--- src/hw/rtl/lmd_pkg.sv ---
`timescale 1ns / 1ps

package lmd_pkg;

    localparam int DEF_MAX_WIDTH   = 32;
    localparam int DEF_SAMPLE_BITS = 16;
    localparam int MAX_HEIGHT      = 1024;

    localparam int W_BITS        = 6;
    localparam int H_BITS        = 11;
    localparam int ROW_BITS      = 10;
    localparam int COL_BITS      = 5;
    localparam int CFG_IDX_BITS  = 2;
    localparam int CFG_DATA_BITS = 11;
    localparam int SLOT_BITS     = 2;

    localparam logic [W_BITS-1:0] RST_WIDTH  = 6'd5;
    localparam logic [H_BITS-1:0] RST_HEIGHT = 11'd5;

    localparam logic [CFG_IDX_BITS-1:0] REG_IMAGE_WIDTH  = 2'd0;
    localparam logic [CFG_IDX_BITS-1:0] REG_IMAGE_HEIGHT = 2'd1;

    localparam logic [SLOT_BITS-1:0] SLOT_FIRST = 2'd0;
    localparam logic [SLOT_BITS-1:0] SLOT_MID   = 2'd1;
    localparam logic [SLOT_BITS-1:0] SLOT_LAST  = 2'd2;

    typedef struct packed {
        logic                 wr_en;
        logic [SLOT_BITS-1:0] wr_slot;
        logic [SLOT_BITS-1:0] rd_slot;
    } store_ctrl_t;

    typedef struct packed {
        logic first;
        logic step;
        logic col_ok;
        logic up_ok;
        logic low_ok;
    } cmp_ctrl_t;

    function automatic logic [SLOT_BITS-1:0] slot_next(input logic [SLOT_BITS-1:0] s);
        logic [SLOT_BITS-1:0] n;
        n = (s >= SLOT_LAST) ? SLOT_FIRST : s + SLOT_MID;
        return n;
    endfunction

    function automatic logic [SLOT_BITS-1:0] slot_prev(input logic [SLOT_BITS-1:0] s);
        logic [SLOT_BITS-1:0] p;
        p = (s == SLOT_FIRST) ? SLOT_LAST : s - SLOT_MID;
        return p;
    endfunction

endpackage

--- src/hw/rtl/lmd_if.sv ---
`timescale 1ns / 1ps

interface lmd_sample_if #(
    parameter int SAMPLE_BITS = lmd_pkg::DEF_SAMPLE_BITS
);
    logic                          valid;
    logic                          ready;
    logic signed [SAMPLE_BITS-1:0] sample_value;

    modport source (output valid, output sample_value, input ready);
    modport sink (input valid, input sample_value, output ready);
endinterface

interface lmd_result_if #(
    parameter int SAMPLE_BITS = lmd_pkg::DEF_SAMPLE_BITS
);
    logic                            valid;
    logic                            ready;
    logic [lmd_pkg::ROW_BITS-1:0]    row_index;
    logic [lmd_pkg::COL_BITS-1:0]    column_index;
    logic signed [SAMPLE_BITS-1:0]   element_value;
    logic                            is_local_max;
    logic                            frame_done;
    logic                            run_last;

    modport source (
        output valid, output row_index, output column_index, output element_value,
        output is_local_max, output frame_done, output run_last, input ready
    );
    modport sink (
        input valid, input row_index, input column_index, input element_value,
        input is_local_max, input frame_done, input run_last, output ready
    );
endinterface

interface lmd_cfg_if;
    logic                               valid;
    logic                               ready;
    logic [lmd_pkg::CFG_IDX_BITS-1:0]   index;
    logic [lmd_pkg::CFG_DATA_BITS-1:0]  write_data;

    modport source (output valid, output index, output write_data, input ready);
    modport sink (input valid, input index, input write_data, output ready);
endinterface

--- src/hw/rtl/lmd_line_stores.sv ---
`timescale 1ns / 1ps

module lmd_line_stores #(
    parameter int MAX_WIDTH   = lmd_pkg::DEF_MAX_WIDTH,
    parameter int SAMPLE_BITS = lmd_pkg::DEF_SAMPLE_BITS
) (
    input  logic                                  clk,
    input  lmd_pkg::store_ctrl_t                  ctrl,
    input  logic [$clog2(MAX_WIDTH)-1:0]          wr_addr,
    input  logic signed [SAMPLE_BITS-1:0]         wr_data,
    input  logic [$clog2(MAX_WIDTH)-1:0]          rd_addr,
    output logic signed [SAMPLE_BITS-1:0]         up_data,
    output logic signed [SAMPLE_BITS-1:0]         mid_data,
    output logic signed [SAMPLE_BITS-1:0]         low_data
);

    logic signed [SAMPLE_BITS-1:0] rd_data_reg [3];

    for (genvar k = 0; k < 3; k++) begin : g_store
        logic signed [SAMPLE_BITS-1:0] mem [MAX_WIDTH];

        always_ff @(posedge clk)
        begin
            if (ctrl.wr_en && (ctrl.wr_slot == lmd_pkg::SLOT_BITS'(k)))
            begin
                mem[wr_addr] <= wr_data;
            end
            rd_data_reg[k] <= mem[rd_addr];
        end
    end

    // The window rows rotate through the three stores as the frame advances.
    always_comb
    begin
        unique case (ctrl.rd_slot)
            lmd_pkg::SLOT_FIRST:
            begin
                up_data  = rd_data_reg[2];
                mid_data = rd_data_reg[0];
                low_data = rd_data_reg[1];
            end
            lmd_pkg::SLOT_MID:
            begin
                up_data  = rd_data_reg[0];
                mid_data = rd_data_reg[1];
                low_data = rd_data_reg[2];
            end
            default:
            begin
                up_data  = rd_data_reg[1];
                mid_data = rd_data_reg[2];
                low_data = rd_data_reg[0];
            end
        endcase
    end

endmodule

--- src/hw/rtl/lmd_window_cmp.sv ---
`timescale 1ns / 1ps

module lmd_window_cmp #(
    parameter int SAMPLE_BITS = lmd_pkg::DEF_SAMPLE_BITS
) (
    input  logic                          clk,
    input  logic                          rst_n,
    input  lmd_pkg::cmp_ctrl_t            ctrl,
    input  logic signed [SAMPLE_BITS-1:0] up_data,
    input  logic signed [SAMPLE_BITS-1:0] mid_data,
    input  logic signed [SAMPLE_BITS-1:0] low_data,
    output logic signed [SAMPLE_BITS-1:0] center_value,
    output logic                          is_max
);

    logic signed [SAMPLE_BITS-1:0] center_reg;
    logic                          is_max_reg;
    logic                          is_max_next;
    logic signed [SAMPLE_BITS-1:0] ref_value;
    logic                          greater;

    // The center column is read first, so its middle row is the reference.
    assign ref_value = ctrl.first ? mid_data : center_reg;

    assign greater = ctrl.col_ok &&
                     ((ctrl.up_ok && (up_data > ref_value)) ||
                      (mid_data > ref_value) ||
                      (ctrl.low_ok && (low_data > ref_value)));

    always_comb
    begin
        is_max_next = is_max_reg;
        if (ctrl.step)
        begin
            is_max_next = ctrl.first ? !greater : (is_max_reg && !greater);
        end
    end

    always_ff @(posedge clk or negedge rst_n)
    begin
        if (!rst_n)
        begin
            is_max_reg <= 1'b0;
        end
        else
        begin
            is_max_reg <= is_max_next;
        end
    end

    always_ff @(posedge clk)
    begin
        if (ctrl.first)
        begin
            center_reg <= mid_data;
        end
    end

    assign center_value = center_reg;
    assign is_max       = is_max_reg;

endmodule

--- src/hw/rtl/local_maximum_detector_3x3.sv ---
`timescale 1ns / 1ps

// Marks every sample of a raster-ordered frame as a 3x3 local maximum or not, where
// neighbors outside the frame are ignored and ties count as maxima. A sample that
// decides nothing leaves the block idle. Each decision passes through a load step
// that reads the center column from the three line stores, three steps in which the
// single comparator checks one window column each (each store has one read port, so
// the window is read a column per cycle), and an output step with the result on the
// output, held until the consumer takes it. The last sample of a frame also decides
// its whole final row. No new sample is accepted while decisions are pending.
// A write to the width or height register restarts the frame; the line stores need
// no clearing.
module local_maximum_detector_3x3 #(
    parameter int MAX_WIDTH   = lmd_pkg::DEF_MAX_WIDTH,
    parameter int SAMPLE_BITS = lmd_pkg::DEF_SAMPLE_BITS
) (
    input  logic         clk,
    input  logic         rst_n,
    lmd_sample_if.sink   pixels,
    lmd_result_if.source results,
    lmd_cfg_if.sink      cfg
);

    localparam int CW = $clog2(MAX_WIDTH);

    typedef enum logic [5:0] {
        S_IDLE   = 6'b000001,
        S_LOAD   = 6'b000010,
        S_CENTER = 6'b000100,
        S_LEFT   = 6'b001000,
        S_RIGHT  = 6'b010000,
        S_OUT    = 6'b100000
    } state_t;

    state_t                              state_reg, state_next;
    logic [lmd_pkg::W_BITS-1:0]          width_reg, width_next;
    logic [lmd_pkg::H_BITS-1:0]          height_reg, height_next;
    logic [CW-1:0]                       col_reg, col_next;
    logic [lmd_pkg::H_BITS-1:0]          row_reg, row_next;
    logic [lmd_pkg::SLOT_BITS-1:0]       slot_reg, slot_next;
    logic [CW-1:0]                       dec_col_reg, dec_col_next;
    logic [CW-1:0]                       end_col_reg, end_col_next;
    logic [lmd_pkg::H_BITS-1:0]          dec_row_reg, dec_row_next;
    logic [lmd_pkg::SLOT_BITS-1:0]       dec_slot_reg, dec_slot_next;
    logic                                fin_pending_reg, fin_pending_next;
    logic                                in_final_reg, in_final_next;

    logic [lmd_pkg::W_BITS-1:0]          eff_w;
    logic [lmd_pkg::H_BITS-1:0]          eff_h;
    logic [CW-1:0]                       last_col;
    logic [lmd_pkg::H_BITS-1:0]          last_row;
    logic                                col_last;
    logic                                row_last;
    logic                                has_prev;
    logic                                has_fin;
    logic                                left_ok;
    logic                                right_ok;
    logic                                last_decision;
    logic [CW-1:0]                       rd_addr;

    lmd_pkg::store_ctrl_t                store_ctrl;
    lmd_pkg::cmp_ctrl_t                  cmp_ctrl;
    logic signed [SAMPLE_BITS-1:0]       up_data;
    logic signed [SAMPLE_BITS-1:0]       mid_data;
    logic signed [SAMPLE_BITS-1:0]       low_data;
    logic signed [SAMPLE_BITS-1:0]       center_value;
    logic                                is_max;

    always_comb
    begin
        if (width_reg == '0)
        begin
            eff_w = lmd_pkg::W_BITS'(1);
        end
        else if (width_reg > lmd_pkg::W_BITS'(MAX_WIDTH))
        begin
            eff_w = lmd_pkg::W_BITS'(MAX_WIDTH);
        end
        else
        begin
            eff_w = width_reg;
        end

        if (height_reg == '0)
        begin
            eff_h = lmd_pkg::H_BITS'(1);
        end
        else if (height_reg > lmd_pkg::H_BITS'(lmd_pkg::MAX_HEIGHT))
        begin
            eff_h = lmd_pkg::H_BITS'(lmd_pkg::MAX_HEIGHT);
        end
        else
        begin
            eff_h = height_reg;
        end
    end

    assign last_col      = CW'(eff_w - lmd_pkg::W_BITS'(1));
    assign last_row      = eff_h - lmd_pkg::H_BITS'(1);
    assign col_last      = (col_reg == last_col);
    assign row_last      = (row_reg == last_row);
    assign has_prev      = (row_reg != '0) && ((col_reg != '0) || col_last);
    assign has_fin       = row_last && col_last;
    assign left_ok       = (dec_col_reg != '0);
    assign right_ok      = (dec_col_reg != last_col);
    assign last_decision = (dec_col_reg == end_col_reg) && !fin_pending_reg;

    always_comb
    begin
        state_next       = state_reg;
        width_next       = width_reg;
        height_next      = height_reg;
        col_next         = col_reg;
        row_next         = row_reg;
        slot_next        = slot_reg;
        dec_col_next     = dec_col_reg;
        end_col_next     = end_col_reg;
        dec_row_next     = dec_row_reg;
        dec_slot_next    = dec_slot_reg;
        fin_pending_next = fin_pending_reg;
        in_final_next    = in_final_reg;

        unique case (state_reg)
            S_IDLE:
            begin
                if (pixels.valid)
                begin
                    if (has_fin)
                    begin
                        col_next  = '0;
                        row_next  = '0;
                        slot_next = lmd_pkg::SLOT_FIRST;
                    end
                    else if (col_last)
                    begin
                        col_next  = '0;
                        row_next  = row_reg + lmd_pkg::H_BITS'(1);
                        slot_next = lmd_pkg::slot_next(slot_reg);
                    end
                    else
                    begin
                        col_next = col_reg + CW'(1);
                    end

                    if (has_prev)
                    begin
                        dec_col_next     = (col_reg != '0) ? col_reg - CW'(1) : col_reg;
                        end_col_next     = col_last ? col_reg : col_reg - CW'(1);
                        dec_row_next     = row_reg - lmd_pkg::H_BITS'(1);
                        dec_slot_next    = lmd_pkg::slot_prev(slot_reg);
                        fin_pending_next = has_fin;
                        in_final_next    = 1'b0;
                        state_next       = S_LOAD;
                    end
                    else if (has_fin)
                    begin
                        dec_col_next     = '0;
                        end_col_next     = last_col;
                        dec_row_next     = row_reg;
                        dec_slot_next    = slot_reg;
                        fin_pending_next = 1'b0;
                        in_final_next    = 1'b1;
                        state_next       = S_LOAD;
                    end
                end
            end
            S_LOAD:
            begin
                state_next = S_CENTER;
            end
            S_CENTER:
            begin
                state_next = S_LEFT;
            end
            S_LEFT:
            begin
                state_next = S_RIGHT;
            end
            S_RIGHT:
            begin
                state_next = S_OUT;
            end
            S_OUT:
            begin
                if (results.ready)
                begin
                    if (dec_col_reg != end_col_reg)
                    begin
                        dec_col_next = dec_col_reg + CW'(1);
                        state_next   = S_LOAD;
                    end
                    else if (fin_pending_reg)
                    begin
                        dec_col_next     = '0;
                        end_col_next     = last_col;
                        dec_row_next     = dec_row_reg + lmd_pkg::H_BITS'(1);
                        dec_slot_next    = lmd_pkg::slot_next(dec_slot_reg);
                        fin_pending_next = 1'b0;
                        in_final_next    = 1'b1;
                        state_next       = S_LOAD;
                    end
                    else
                    begin
                        state_next = S_IDLE;
                    end
                end
            end
            default:
            begin
                state_next = S_IDLE;
            end
        endcase

        if (cfg.valid)
        begin
            unique case (cfg.index)
                lmd_pkg::REG_IMAGE_WIDTH:
                begin
                    width_next = cfg.write_data[lmd_pkg::W_BITS-1:0];
                    col_next   = '0;
                    row_next   = '0;
                    slot_next  = lmd_pkg::SLOT_FIRST;
                end
                lmd_pkg::REG_IMAGE_HEIGHT:
                begin
                    height_next = cfg.write_data[lmd_pkg::H_BITS-1:0];
                    col_next    = '0;
                    row_next    = '0;
                    slot_next   = lmd_pkg::SLOT_FIRST;
                end
                default:
                begin
                end
            endcase
        end
    end

    always_ff @(posedge clk or negedge rst_n)
    begin
        if (!rst_n)
        begin
            state_reg       <= S_IDLE;
            width_reg       <= lmd_pkg::RST_WIDTH;
            height_reg      <= lmd_pkg::RST_HEIGHT;
            col_reg         <= '0;
            row_reg         <= '0;
            slot_reg        <= lmd_pkg::SLOT_FIRST;
            dec_col_reg     <= '0;
            end_col_reg     <= '0;
            dec_row_reg     <= '0;
            dec_slot_reg    <= lmd_pkg::SLOT_FIRST;
            fin_pending_reg <= 1'b0;
            in_final_reg    <= 1'b0;
        end
        else
        begin
            state_reg       <= state_next;
            width_reg       <= width_next;
            height_reg      <= height_next;
            col_reg         <= col_next;
            row_reg         <= row_next;
            slot_reg        <= slot_next;
            dec_col_reg     <= dec_col_next;
            end_col_reg     <= end_col_next;
            dec_row_reg     <= dec_row_next;
            dec_slot_reg    <= dec_slot_next;
            fin_pending_reg <= fin_pending_next;
            in_final_reg    <= in_final_next;
        end
    end

    always_comb
    begin
        unique case (state_reg)
            S_CENTER: rd_addr = left_ok ? dec_col_reg - CW'(1) : dec_col_reg;
            S_LEFT:   rd_addr = right_ok ? dec_col_reg + CW'(1) : dec_col_reg;
            default:  rd_addr = dec_col_reg;
        endcase
    end

    always_comb
    begin
        store_ctrl.wr_en   = (state_reg == S_IDLE) && pixels.valid;
        store_ctrl.wr_slot = slot_reg;
        store_ctrl.rd_slot = dec_slot_reg;

        cmp_ctrl.first  = (state_reg == S_CENTER);
        cmp_ctrl.step   = (state_reg == S_CENTER) || (state_reg == S_LEFT) ||
                          (state_reg == S_RIGHT);
        cmp_ctrl.col_ok = (state_reg == S_LEFT) ? left_ok :
                          (state_reg == S_RIGHT) ? right_ok : 1'b1;
        cmp_ctrl.up_ok  = (dec_row_reg != '0);
        cmp_ctrl.low_ok = (dec_row_reg != last_row);
    end

    lmd_line_stores #(
        .MAX_WIDTH   (MAX_WIDTH),
        .SAMPLE_BITS (SAMPLE_BITS)
    ) u_line_stores (
        .clk      (clk),
        .ctrl     (store_ctrl),
        .wr_addr  (col_reg),
        .wr_data  (pixels.sample_value),
        .rd_addr  (rd_addr),
        .up_data  (up_data),
        .mid_data (mid_data),
        .low_data (low_data)
    );

    lmd_window_cmp #(
        .SAMPLE_BITS (SAMPLE_BITS)
    ) u_window_cmp (
        .clk          (clk),
        .rst_n        (rst_n),
        .ctrl         (cmp_ctrl),
        .up_data      (up_data),
        .mid_data     (mid_data),
        .low_data     (low_data),
        .center_value (center_value),
        .is_max       (is_max)
    );

    assign pixels.ready          = (state_reg == S_IDLE);
    assign cfg.ready             = 1'b1;
    assign results.valid         = (state_reg == S_OUT);
    assign results.row_index     = lmd_pkg::ROW_BITS'(dec_row_reg);
    assign results.column_index  = lmd_pkg::COL_BITS'(dec_col_reg);
    assign results.element_value = center_value;
    assign results.is_local_max  = is_max;
    assign results.run_last      = last_decision;
    assign results.frame_done    = last_decision && in_final_reg;

    a_no_input_while_output: assert property (
        @(posedge clk) disable iff (!rst_n)
        results.valid |-> !pixels.ready
    ) else $error("sample accepted while a result is pending");

    a_frame_done_is_last: assert property (
        @(posedge clk) disable iff (!rst_n)
        (results.valid && results.frame_done) |-> results.run_last
    ) else $error("frame end flagged on a result that is not the last of its sample");

    a_idle_after_last: assert property (
        @(posedge clk) disable iff (!rst_n)
        (results.valid && results.ready && results.run_last) |=> pixels.ready
    ) else $error("block still busy after the last result of a sample");

    a_column_in_frame: assert property (
        @(posedge clk) disable iff (!rst_n)
        col_reg <= last_col
    ) else $error("column counter beyond the frame width");

    a_decision_range: assert property (
        @(posedge clk) disable iff (!rst_n)
        (state_reg != S_IDLE) |-> ((dec_col_reg <= end_col_reg) &&
                                   (end_col_reg <= last_col) &&
                                   (dec_slot_reg <= lmd_pkg::SLOT_LAST))
    ) else $error("decision cursor out of range");

endmodule
--- src/flat_wrapper.sv ---
// flat-port wrapper written by rule: the top's interface ports become plain ports
module local_maximum_detector_3x3_flat 
#(
    parameter int MAX_WIDTH   = lmd_pkg::DEF_MAX_WIDTH,
    parameter int SAMPLE_BITS = lmd_pkg::DEF_SAMPLE_BITS
)
  (clk, rst_n, pixels_valid, pixels_sample_value, pixels_ready, results_valid, results_row_index, results_column_index, results_element_value, results_is_local_max, results_frame_done, results_run_last, results_ready, cfg_valid, cfg_index, cfg_write_data, cfg_ready);
  lmd_sample_if #(.SAMPLE_BITS(SAMPLE_BITS)) pixels_i ();
  lmd_result_if #(.SAMPLE_BITS(SAMPLE_BITS)) results_i ();
  lmd_cfg_if cfg_i ();
  input  logic clk;
  input  logic rst_n;
  input wire logic [$bits(pixels_i.valid)-1:0] pixels_valid;
  input wire logic [$bits(pixels_i.sample_value)-1:0] pixels_sample_value;
  output wire logic [$bits(pixels_i.ready)-1:0] pixels_ready;
  output wire logic [$bits(results_i.valid)-1:0] results_valid;
  output wire logic [$bits(results_i.row_index)-1:0] results_row_index;
  output wire logic [$bits(results_i.column_index)-1:0] results_column_index;
  output wire logic [$bits(results_i.element_value)-1:0] results_element_value;
  output wire logic [$bits(results_i.is_local_max)-1:0] results_is_local_max;
  output wire logic [$bits(results_i.frame_done)-1:0] results_frame_done;
  output wire logic [$bits(results_i.run_last)-1:0] results_run_last;
  input wire logic [$bits(results_i.ready)-1:0] results_ready;
  input wire logic [$bits(cfg_i.valid)-1:0] cfg_valid;
  input wire logic [$bits(cfg_i.index)-1:0] cfg_index;
  input wire logic [$bits(cfg_i.write_data)-1:0] cfg_write_data;
  output wire logic [$bits(cfg_i.ready)-1:0] cfg_ready;
  assign pixels_i.valid = pixels_valid;
  assign pixels_i.sample_value = pixels_sample_value;
  assign pixels_ready = pixels_i.ready;
  assign results_valid = results_i.valid;
  assign results_row_index = results_i.row_index;
  assign results_column_index = results_i.column_index;
  assign results_element_value = results_i.element_value;
  assign results_is_local_max = results_i.is_local_max;
  assign results_frame_done = results_i.frame_done;
  assign results_run_last = results_i.run_last;
  assign results_i.ready = results_ready;
  assign cfg_i.valid = cfg_valid;
  assign cfg_i.index = cfg_index;
  assign cfg_i.write_data = cfg_write_data;
  assign cfg_ready = cfg_i.ready;
  local_maximum_detector_3x3 #(.MAX_WIDTH(MAX_WIDTH), .SAMPLE_BITS(SAMPLE_BITS)) u_core (.clk(clk), .rst_n(rst_n), .pixels(pixels_i), .results(results_i), .cfg(cfg_i));
endmodule
--- config.mk ---
export PLATFORM = sky130hd
export DESIGN_NAME = local_maximum_detector_3x3_flat
export DESIGN_NICKNAME = d
export VERILOG_FILES = /design/src/hw/rtl/lmd_pkg.sv /design/src/hw/rtl/lmd_if.sv /design/src/hw/rtl/lmd_line_stores.sv /design/src/hw/rtl/lmd_window_cmp.sv /design/src/hw/rtl/local_maximum_detector_3x3.sv /design/src/flat_wrapper.sv
export SDC_FILE = /design/constraint.sdc
export NUM_CORES = 2
export LEC_CHECK = 0
export BUFFER_PORTS_ARGS = -buffer_cell sky130_fd_sc_hd__buf_2
export CORE_AREA = 2 2 540 381
export CTS_BUF_LIST = sky130_fd_sc_hd__clkbuf_8 sky130_fd_sc_hd__clkbuf_16
export DETAILED_ROUTE_END_ITERATION = 8
export DIE_AREA = 0 0 542 383
export GPL_TIMING_DRIVEN = 0
export PLACE_DENSITY = 0.5
export SYNTH_ARGS = -nofsm -noshare
export SYNTH_HDL_FRONTEND = slang
export SYNTH_SLANG_ARGS = --single-unit
--- constraint.sdc ---
create_clock -name clk -period 5.52 [get_ports clk]
set_input_delay 0.828 -clock clk [delete_from_list [all_inputs] [get_ports clk]]
set_output_delay 0.828 -clock clk [all_outputs]
set_load 0.1 [all_outputs]
==> Implementation_results.wiki <==
{| class="wikitable"
! Metric !! Value
|-
| Run status || finished clean
|-
| Count of flip-flops with a built-in enable after synthesis || 1536
|-
| Proportion of synthesized chip area in sequential cells || 0.697
|-
| P&R area growth vs syn || 16.7%
|-
| Final number of hold-violating endpoints || 0
|-
| Most frequently used cell type in the post-synthesis netlist || sky130_fd_sc_hd__edfxtp_1
|-
| Flops & latches, synth || 1667
|-
| Leakage || 26.7 nW
|-
| Number of nets in the layout || 5245
|-
| Startpoint types || register
|-
| Largest net degree at the start of global routing || 73
|-
| Critical path class || register to register
|-
| Worst-case clock buffer depth || 4
|-
| Die ar. || 208000 um^2
|-
| Relative slew slack || 0.113
|-
| TritonCTS clock tree || done
|-
| Remaining antenna violation count after routing || 0
|-
| Largest register FFs || 1536
|-
| Top area cells in the synthesized netlist || sky130_fd_sc_hd__edfxtp_1, sky130_fd_sc_hd__mux2i_1, sky130_fd_sc_hd__dfrtp_1, sky130_fd_sc_hd__nand2_1, sky130_fd_sc_hd__dfxtp_1
|-
| Number of antenna violations at the first check in global routing || 15
|-
| Largest clock skew in the final design || 0.0595 ns
|-
| Syn_area_per_cell || 14.7 um^2
|-
| I/O pin count || 71
|-
| Number of distinct library cells after synthesis || 75
|-
| Setup fix buffers added after clock tree synthesis || 0
|-
| Core Box Area || 203000 um^2
|-
| Arrival time of the worst setup path || 5.96 ns
|-
| Warnings from Yosys || 0
|-
| Clk pin slew, worst setup/hold paths || 0.06 ns
|-
| Final number of max-transition violations || 0
|-
| Number of buffers created by CTS || 169
|-
| Number of placement rows || 139
|-
| Total grt overflow || 0
|-
| H-Tree Depth || 4
|-
| Max frequency || 185 MHz
|-
| Via count of the first global-routing pass || 41.8k
|-
| Clock tree root buffer cell || sky130_fd_sc_hd__clkbuf_16
|-
| All-layer global routing usage || 0.225
|-
| Worst hold path type || input port to register
|-
| Final core utilization || 0.405
|-
| Endpoint type of the worst setup path || register
|-
| Setup tns final || 0 ns
|-
| Post-synth design cell area || 70500 um^2
|-
| Routed wirelength normalized by instance count || 30.0 um
|-
| Area share of the leading cell type in the synthesized netlist || 0.655
|-
| Most common library cells after synthesis || sky130_fd_sc_hd__edfxtp_1, sky130_fd_sc_hd__mux2i_1, sky130_fd_sc_hd__nand2_1
|-
| Die Span Y || 383 um
|-
| Vias || 44.5k
|-
| Fraction of registers with async set or reset after synthesis || 0.0402
|-
| Post-route cell area || 82300 um^2
|-
| DRC violations left || 0
|-
| Average via count per standard cell || 5.59
|-
| GPL Wtd Cong || 0.923
|-
| Worst-path fanout max || 10
|-
| Power density cells || 393 nW/um^2
|-
| Worst-margin pin slew || 1.33 ns
|-
| Ratio of cells with drive above 1 in the final layout || 0.141
|-
| Finish-stage setup viols || 0
|-
| Instance count of the mapped netlist || 4790
|-
| Horiz. Die Dim || 542 um
|-
| Violation count after the first detailed-routing iteration || 6074
|-
| Number of nets produced by synthesis || 4891
|-
| Max-capacitance violation count || 0
|-
| DRT Wirelength || 238000 um
|-
| Maximum vdd ir drop || 0.000240 V
|-
| Initial Util || 0.347
|-
| Post-layout minimum cycle time || 5.41 ns
|-
| Router iterations before antenna repair || 6
|-
| Area after detailed placement || 76500 um^2
|-
| Sinks on the clock net || 1667
|-
| Leading register cell type out of synthesis || sky130_fd_sc_hd__edfxtp_1
|-
| Final Cycle Share || 0.981
|-
| Clock latency at the later pin of the worst-skew pair || 0.84 ns
|-
| Buffers on Ports || 69
|-
| HPWL Detailed || 167000 um
|-
| Top cell type by total area after synthesis || sky130_fd_sc_hd__edfxtp_1
|-
| Required arrival time at the worst endpoint || 6.07 ns
|-
| First-pass GRT wire length || 329000 um
|}
==> layout make-up <==
class / instances / area, um^2
Multi-Input combinational cell: 2731 / 20300
Buffer: 339 / 1720
Clock inverter: 114 / 813
Antenna cell: 7 / 17.5
Sequential cell: 1667 / 49100
Fill cell: 18768 / 121000
Clock buffer: 174 / 4330
Inverter: 51 / 191
Timing Repair Buffer: 185 / 2420
Tap cell: 2679 / 3350
==> repair_timing <==
action | 4_1_cts | 5_1_grt
resized for setup | 114 | 32
hold endpoints to repair | 26 | 0
hold buffers | 1 | 0
pin swaps | 6 | 8
endpoints found under the setup margin | 48 | 58
==> path summary, 6_finish.rpt <==
path	end	slack [ns]	from	depth (start not counted)
max	u_core.u_line_stores.rd_data_reg[0][24]	0.11	u_core.width_reg[2]	14
min	u_core.height_reg[10]	0.26	cfg_write_data[10]	2
max reg2reg	u_core.u_line_stores.rd_data_reg[0][24]	0.11	u_core.width_reg[2]	14
min reg2reg	u_core.u_window_cmp.center_value[14]	0.47	u_core.u_window_cmp.center_value[14]	1
max in group asynchronous	u_core.col_reg[3]	4.39	rst_n	3
min in group asynchronous	u_core.height_reg[7]	0.54	rst_n	2
==> cells by family after synthesis <==
kind of cell / Yosys count / synth area share
muxes: 788 / 0.112
other: 1 / 0.0000532
and+or+nand+nor: 1013 / 0.0669
buffers and inverters: 392 / 0.0252
xor gates and xnor gates: 54 / 0.00710
adders and majority gates: 67 / 0.0119
DFF: 1667 / 0.697
AOI/OAI and AO/OA: 808 / 0.0798
==> metal layers <==
layer	up-vias	track usage	part of all wire
li1	19338	-	-
met1	22739	0.346	0.47
met2	2074	0.300	0.39
met3	310	0.0648	0.10
met4	2	0.0709	0.033
met5	-	0	0.000055
==> where the power goes <==
group	internal, W	total, W	switching (W)
Combinational	0.00224	0.00666	0.00443
Clock	0.00617	0.0111	0.00488
Sequential	0.0142	0.0146	0.000487
Total	0.0226	0.0324	0.00980
==> stage by stage <==
step                instances  hold slack, ns  setup slack (ns)  power (W)
global placement         7538           0.451             -2.10     0.0213
global route             7941           0.233           -0.0215     0.0335
CTS                      7941           0.214           0.00820     0.0325
finish                   7947           0.262             0.106     0.0324
floorplan                4790           0.475             0.905     0.0188
detailed placement       7653           0.458             -1.97     0.0214
==> layout by cell type, fill, tap and decap left out, drive strengths merged, types with 62 or more instances in the layout <==
cell type  count
edfxtp      1536
dfrtp         62
mux2i        765
buf          313
ha            67
nand3        187
clkbuf       375
nor2         161
a21oi        161
o31a         103
a211oi       157
nand2        398
o21ai         91
nor4          67
nand4         70
inv           93
a22oi         96
dfxtp         64
==> worst max-delay path: stages, from the launching register on <==
cell and delay (ns):
sky130_fd_sc_hd__dfstp_2 0.59, sky130_fd_sc_hd__nor4_2 0.07, sky130_fd_sc_hd__o21ai_1 0.30, sky130_fd_sc_hd__ha_2 0.35, sky130_fd_sc_hd__nand4bb_1 0.15, sky130_fd_sc_hd__a21oi_1 0.26, sky130_fd_sc_hd__o21ai_1 0.23, sky130_fd_sc_hd__a311o_1 0.46
sky130_fd_sc_hd__and3_1 0.39, sky130_fd_sc_hd__o21ai_1 0.35, sky130_fd_sc_hd__nor2_1 0.18, sky130_fd_sc_hd__clkbuf_2 0.38, sky130_fd_sc_hd__clkbuf_2 0.42, sky130_fd_sc_hd__a22oi_1 0.55, sky130_fd_sc_hd__nand4_1 0.45
No activity file was read; power rests on OpenSTA's default activity.
